`config.mk`:
```
export PLATFORM = sky130hd
export DESIGN_NAME = ttlc_ctrl
export DESIGN_NICKNAME = d
export VERILOG_FILES = /design/src/rtl/core/ttlc_pkg.sv /design/src/rtl/core/ttlc_ctrl.sv
export SDC_FILE = /design/constraint.sdc
export NUM_CORES = 1
export LEC_CHECK = 0
export ABC_CLOCK_PERIOD_IN_PS = 2200
export BUFFER_PORTS_ARGS = -buffer_cell sky130_fd_sc_hd__buf_2
export CORE_MARGIN = 5
export CORE_UTILIZATION = 49
export CTS_CLUSTER_SIZE = 20
export DETAILED_ROUTE_END_ITERATION = 10
export PLACE_DENSITY = 0.82
export SETUP_SLACK_MARGIN = 0.4
export SYNTH_ARGS = -nofsm -noshare
export SYNTH_HDL_FRONTEND = slang
export SYNTH_SLANG_ARGS = --single-unit
```
`constraint.sdc`:
```
create_clock -name clk -period 2.2 [get_ports clk]
set_clock_uncertainty 0.15 [all_clocks]
set_input_delay 0.44 -clock clk [delete_from_list [all_inputs] [get_ports clk]]
set_output_delay 0.44 -clock clk [all_outputs]
set_load 0.005 [all_outputs]
```
`src/rtl/core/ttlc_pkg.sv`:
```
// ----------------------------------------------------------------------------
// ttlc_pkg
// Shared types, codes and defaults of the TTL cache directory.
// ----------------------------------------------------------------------------
package ttlc_pkg;

  localparam int DEF_ENTRIES   = 64;
  localparam int DEF_TIME_BITS = 48;

  localparam logic [39:0] BUDGET_RST = 40'd268435456;
  localparam logic [31:0] DTTL_RST   = 32'd60000;

  typedef enum logic [1:0] {
    FN_PUT = 2'd0,
    FN_GET = 2'd1,
    FN_INV = 2'd2,
    FN_NOP = 2'd3
  } func_t;

  typedef enum logic [1:0] {
    CFG_POLICY = 2'd0,
    CFG_BUDGET = 2'd1,
    CFG_DTTL   = 2'd2,
    CFG_NONE   = 2'd3
  } cfg_idx_t;

  localparam logic [1:0] POL_LFU = 2'd1;
  localparam logic [1:0] POL_EXP = 2'd2;

  localparam logic [2:0] ST_OK       = 3'd0;
  localparam logic [2:0] ST_MISS     = 3'd1;
  localparam logic [2:0] ST_EXPIRED  = 3'd2;
  localparam logic [2:0] ST_BAD_SIZE = 3'd3;
  localparam logic [2:0] ST_FULL     = 3'd4;
  localparam logic [2:0] ST_OVER     = 3'd5;
  localparam logic [2:0] ST_INV_ABS  = 3'd6;

  typedef struct packed {
    logic [1:0]  func;
    logic [31:0] key_id;
    logic [47:0] now_ms;
    logic [31:0] obj_size;
    logic [31:0] ttl_req;
  } in_req_t;

  typedef struct packed {
    logic [2:0]  status;
    logic [31:0] hit_size;
    logic [31:0] hits;
    logic [31:0] misses;
    logic [39:0] bytes_in_use;
    logic [6:0]  entries_in_use;
  } out_rsp_t;

  typedef enum logic [3:0] {
    OP_NONE,
    OP_LATCH,
    OP_SCAN_START,
    OP_RD,
    OP_FIND_NEXT,
    OP_VIC_EV,
    OP_CMP_EXP,
    OP_CMP_VIC,
    OP_CMP_CUR,
    OP_CMP_EV,
    OP_CMP_END,
    OP_HIT,
    OP_APPEND,
    OP_OUT
  } op_t;

  typedef struct packed {
    op_t        op;
    logic       st_we;
    logic [2:0] st;
    logic       miss_inc;
  } cmd_t;

  typedef struct packed {
    logic [1:0] func;
    logic       size_zero;
    logic       full;
    logic       idx_end;
    logic       key_match;
    logic       expired;
    logic       over_budget;
    logic       policy_exp;
    logic       freed;
    logic       fill_zero;
    logic       out_free;
  } stat_t;

endpackage

```
`src/rtl/core/ttlc_ctrl.sv`:
```
// ----------------------------------------------------------------------------
// ttlc_ctrl
// Request sequencer: lookup, victim scan, compaction and put flow.
// ----------------------------------------------------------------------------
module ttlc_ctrl import ttlc_pkg::*; (
  input  logic  clk,
  input  logic  rst_n,
  input  logic  in_valid,
  output logic  in_ready,
  input  stat_t stat,
  output cmd_t  cmd
);

  typedef enum logic [11:0] {
    S_IDLE     = 12'b000000000001,
    S_DISPATCH = 12'b000000000010,
    S_FIND_RD  = 12'b000000000100,
    S_FIND_EV  = 12'b000000001000,
    S_EVICT    = 12'b000000010000,
    S_VIC_RD   = 12'b000000100000,
    S_VIC_EV   = 12'b000001000000,
    S_CMP_RD   = 12'b000010000000,
    S_CMP_EV   = 12'b000100000000,
    S_AFTER_EV = 12'b001000000000,
    S_BUDGET   = 12'b010000000000,
    S_DONE     = 12'b100000000000
  } state_t;

  state_t state_r, state_nxt;
  logic   ctx_ev_r, ctx_ev_nxt;     // compaction belongs to an eviction
  logic   ph_full_r, ph_full_nxt;   // eviction forced by a full table

  assign in_ready = (state_r == S_IDLE);

  always_comb begin
    state_nxt   = state_r;
    ctx_ev_nxt  = ctx_ev_r;
    ph_full_nxt = ph_full_r;
    cmd = '{op: OP_NONE, st_we: 1'b0, st: ST_OK, miss_inc: 1'b0};
    case (state_r)
      S_IDLE: begin
        if (in_valid) begin
          cmd.op    = OP_LATCH;
          state_nxt = S_DISPATCH;
        end
      end
      S_DISPATCH: begin
        case (func_t'(stat.func))
          FN_PUT: begin
            if (stat.size_zero) begin
              cmd.st_we = 1'b1; cmd.st = ST_BAD_SIZE;
              state_nxt = S_DONE;
            end else if (stat.full) begin
              ph_full_nxt = 1'b1;
              state_nxt   = S_EVICT;
            end else begin
              state_nxt = S_BUDGET;
            end
          end
          FN_GET, FN_INV: begin
            cmd.op    = OP_SCAN_START;
            state_nxt = S_FIND_RD;
          end
          default: state_nxt = S_DONE;
        endcase
      end
      S_FIND_RD: begin
        if (stat.idx_end) begin
          cmd.st_we = 1'b1;
          if (stat.func == FN_GET) begin
            cmd.st = ST_MISS; cmd.miss_inc = 1'b1;
          end else begin
            cmd.st = ST_INV_ABS;
          end
          state_nxt = S_DONE;
        end else begin
          cmd.op    = OP_RD;
          state_nxt = S_FIND_EV;
        end
      end
      S_FIND_EV: begin
        if (!stat.key_match) begin
          cmd.op    = OP_FIND_NEXT;
          state_nxt = S_FIND_RD;
        end else if (stat.func == FN_GET && !stat.expired) begin
          cmd.op    = OP_HIT;
          state_nxt = S_DONE;
        end else begin
          if (stat.func == FN_GET) begin
            cmd.st_we = 1'b1; cmd.st = ST_EXPIRED; cmd.miss_inc = 1'b1;
          end
          cmd.op     = OP_CMP_CUR;
          ctx_ev_nxt = 1'b0;
          state_nxt  = S_CMP_RD;
        end
      end
      S_EVICT: begin
        ctx_ev_nxt = 1'b1;
        if (stat.policy_exp) begin
          cmd.op    = OP_CMP_EXP;
          state_nxt = S_CMP_RD;
        end else begin
          cmd.op    = OP_SCAN_START;
          state_nxt = S_VIC_RD;
        end
      end
      S_VIC_RD: begin
        if (stat.idx_end) begin
          cmd.op    = OP_CMP_VIC;
          state_nxt = S_CMP_RD;
        end else begin
          cmd.op    = OP_RD;
          state_nxt = S_VIC_EV;
        end
      end
      S_VIC_EV: begin
        cmd.op    = OP_VIC_EV;
        state_nxt = S_VIC_RD;
      end
      S_CMP_RD: begin
        if (stat.idx_end) begin
          cmd.op    = OP_CMP_END;
          state_nxt = ctx_ev_r ? S_AFTER_EV : S_DONE;
        end else begin
          cmd.op    = OP_RD;
          state_nxt = S_CMP_EV;
        end
      end
      S_CMP_EV: begin
        cmd.op    = OP_CMP_EV;
        state_nxt = S_CMP_RD;
      end
      S_AFTER_EV: begin
        if (ph_full_r && stat.full) begin
          cmd.st_we = 1'b1; cmd.st = ST_FULL;
          state_nxt = S_DONE;
        end else if (!ph_full_r && !stat.freed) begin
          cmd.st_we = 1'b1; cmd.st = ST_OVER;
          state_nxt = S_DONE;
        end else begin
          state_nxt = S_BUDGET;
        end
        ph_full_nxt = 1'b0;
      end
      S_BUDGET: begin
        if (!stat.fill_zero && stat.over_budget) begin
          ph_full_nxt = 1'b0;
          state_nxt   = S_EVICT;
        end else begin
          cmd.op    = OP_APPEND;
          state_nxt = S_DONE;
        end
      end
      S_DONE: begin
        if (stat.out_free) begin
          cmd.op    = OP_OUT;
          state_nxt = S_IDLE;
        end
      end
      default: state_nxt = S_IDLE;
    endcase
  end

  always_ff @(posedge clk) begin
    if (!rst_n) begin
      state_r   <= S_IDLE;
      ctx_ev_r  <= 1'b0;
      ph_full_r <= 1'b0;
    end else begin
      state_r   <= state_nxt;
      ctx_ev_r  <= ctx_ev_nxt;
      ph_full_r <= ph_full_nxt;
    end
  end

endmodule

```
==> impl_results.md <==
- Status: finished, violations left
- Failing checks: setup timing
- Arr. time, crit path: 2250 ps
- Max_cap viols: 0
- Clk pin slew, worst setup/hold paths: 110 ps
- Hold Crit Depth: 3
- TritonCTS Buffers: 3
- Post-DP HPWL: 3.257 mm
- Die height: 60 um
- Sequential area share after synthesis: a little under a quarter
- Top_reg_cell synth: dfxtp_1
- Seq cells post-synth: 14
- Async S/R FF share, synth: 0%
- Vias in the first global route: 1,750
- Delay-heaviest family, CP: simple AND/OR/NAND/NOR gates
- Largest net degree at the start of global routing: 10
- Drt first pass iters: 5
- Hold/Removal Path Class: in2reg
- R2R cell count: 12
- Count of pins over their slew limit: 0
- Worst reg2reg endpoint: state_r[10]
- Worst R2R Setup Slack: -450 ps
- Total power of the final layout: around 730 uW
- Yosys top cell area share: 22.88%
- Aggregate global routing overflow: 0
- Clock Tree Root: clkbuf_4
- Critical Path Fanout Max: 4
- Power Dens Cells: 335.9 nW/um^2
- Area Growth Syn to Fin: 78.55%
- Dominant cells by area after synthesis: dfxtp_1, nor4_4, nand3b_1, nand2_1, a21oi_1
- Initial Utilization: 50.36%
- Total track usage: 32.30%
- Synth cell count leaders: dfxtp_1, nand2_1, nor2_1, a21oi_1, o21ai_0
- Synth cell types: 49
- Initial antenna violation count: 0
- Boundary Pins: 25
- Antenna Cells: 0
- Hold path startpoint: in_valid
- Worst-Skew Late Latency: about 310 ps
- VDD IR-drop max: 0.0005050 V
- Top-count cell post-synth: dfxtp_1
- Worst EP required: roughly 1600 ps
- # DRC: 0
- Critical path launch point type: flip-flop
- Cells after Synth: about 150
- Chip Width: 60 um
- Sequential cell area: between 200 and 300 um^2
- Clock sinks: 14
- CTS max path bufs: 2
- Clock power frac: approximately 28%
- Via/cell ratio: 7.045
- Die area: 3600 um^2
- R2r startpoint: state_r[3]
- P_sw: 248.7 uW
- Core area: 2432 um^2
- Synthesized area per cell: 7.954 um^2
- RSZ-0062 raised after global routing: yes
- Max Clk Rate: 352.7 MHz
- Via count: 1,874
- Setup violators final: 14
- Worst-case hold path end point: state_r[1]
- Setup TNS Final: -5307 ps
- DRT iter0 DRCs: 256
- Int Pwr: 485.8 uW
- Warnings, synthesis: 0
- Post-synthesis cell area: roughly 1200 um^2
- Area leader, netlist: dfxtp_1
- Hold Violations, Final: 0
- Final #Nets: 255
- Syn nets: 172
- Slowest stage cell, crit path: or4_4
- First-pass GRT wire length: between 8 and 9 mm
- CP max stage delay: 590 ps
- Post-Route WL: 6.799 mm
- Worst Path Buf+Inv: 2
- Buffers on Ports: 24
- Slew HR: 53.31%
- Post-layout minimum cycle time: 2835 ps
- Crit-path cells: or4_4, buf_6, nor4_4, nand3_1, o211ai_1, buf_2
- Placer Congestion: 0.9471
- Multi-input combinational cell area: 1102 um^2
- Fin crit share: 128.9%
- Leak pwr: 0.9254 nW
- Fillers: 89
- DR WL/cell: 25.56 um
- Crit Path Category: reg2out
- Post-route setup slack: -635.3 ps
- H-tree lvl count: 1
- Layout cell share with drive strength beyond 1: 58.47%
- Combinational fraction of design power: 35.8%
- CTS tree: built
- Post-synth EDFFs: 0
- Measured slew at the worst slew-check pin: 693.0 ps
- Antenna-violating nets left: 0
- Number of cell rows: 18
- Critical Path End Type: primary output
- Switching part of the total: 33.86%
- Sequential Power Share: 36.1%
routing by layer:
| metal | up-vias | wire length, um | track usage, % |
|---|---|---|---|
| met5 | - | 0 | 0 |
| met2 | 188 | 3079 | 54.48 |
| met4 | 0 | 498 | 18.35 |
| li1 | 756 | - | - |
| met1 | 865 | 2326 | 38.18 |
| met3 | 65 | 894 | 5.400 |
cell type report:
class                   count  area share (%)
multi-input cells         126           50.40
clock buffers               4           1.659
well taps                  30           1.716
flip-flops and latches     14           13.22
inverters                   7           1.201
repair buffers             85           31.81
power groups by stage:
stage / Clock, mW / Sequential [mW] / Combinational, mW
floorplan: 0 / 0.270 / 0.0802
global route: 0.224 / 0.265 / 0.269
CTS: 0.201 / 0.263 / 0.202
global placement: 0 / 0.268 / 0.153
detailed placement: 0 / 0.268 / 0.158
finish: 0.207 / 0.265 / 0.263
repair_timing:
item                                   in CTS  in global routing
pin swaps                                  20                  7
endpoints found under the hold margin       0                  0
hold buffers                                0                  0
resized for setup                          44                 26
buffers inserted                           22                  6
setup endpoints to repair                  19                 21
registers in the layout (all words and copies together) (netlist names):
signal,count
ctx_ev_r,1
ph_full_r,1
state_r,12
layout by cell type, fill, tap and decap left out, types with 7 or more instances in the layout:
| cell | n |
|---|---|
| buf_2 | 24 |
| buf_4 | 32 |
| buf_6 | 28 |
| dfxtp_1 | 7 |
| dfxtp_2 | 7 |
| inv_1 | 7 |
| nand2_1 | 9 |
| nand3b_1 | 7 |
per-stage QoR:
step / setup slack, ps / cells / area [um^2] / hold WS [ps] / util (%)
2_1_floorplan: -18.94 / 154 / 1267 / 298.9 / -
3_3_place_gp: -65.93 / 234 / 1627 / 319.1 / 66.87
3_5_place_dp: -173.1 / 234 / 1627 / 342.0 / 66.87
4_1_cts: -387.6 / 260 / 2016 / 244.9 / 82.87
5_1_grt: -629.2 / 266 / 2187 / 274.0 / 89.92
6_report: -635.3 / 266 / 2187 / 286.8 / 89.92
tightest hold or removal path: cells and delay by family:
kind,cells,cell delay [ps]
buffers and inverters,2,200
AND/OR/NAND/NOR,1,60
kinds of logic after synthesis:
group                    after synthesis  synth area share (%)
flip-flops                            14                 22.88
AND/OR/NAND/NOR                       81                 44.13
adder cells (fa/ha/maj)                3                 3.065
buffers and inverters                 14                 5.924
AO/OA/AOI/OAI                         40                 22.58
XOR/XNOR                               2                 1.430
worst max-delay path by stage:
stage / start / end / depth (start not counted)
after floorplan: state_r[5] / cmd[1] / 5
after global placement: state_r[5] / cmd[1] / 5
after detailed placement: state_r[5] / cmd[2] / 5
after CTS: state_r[5] / cmd[1] / 6
after global routing: state_r[10] / cmd[2] / 6
final: state_r[10] / cmd[2] / 6
Note: power is estimated with default switching activity, not from simulation.
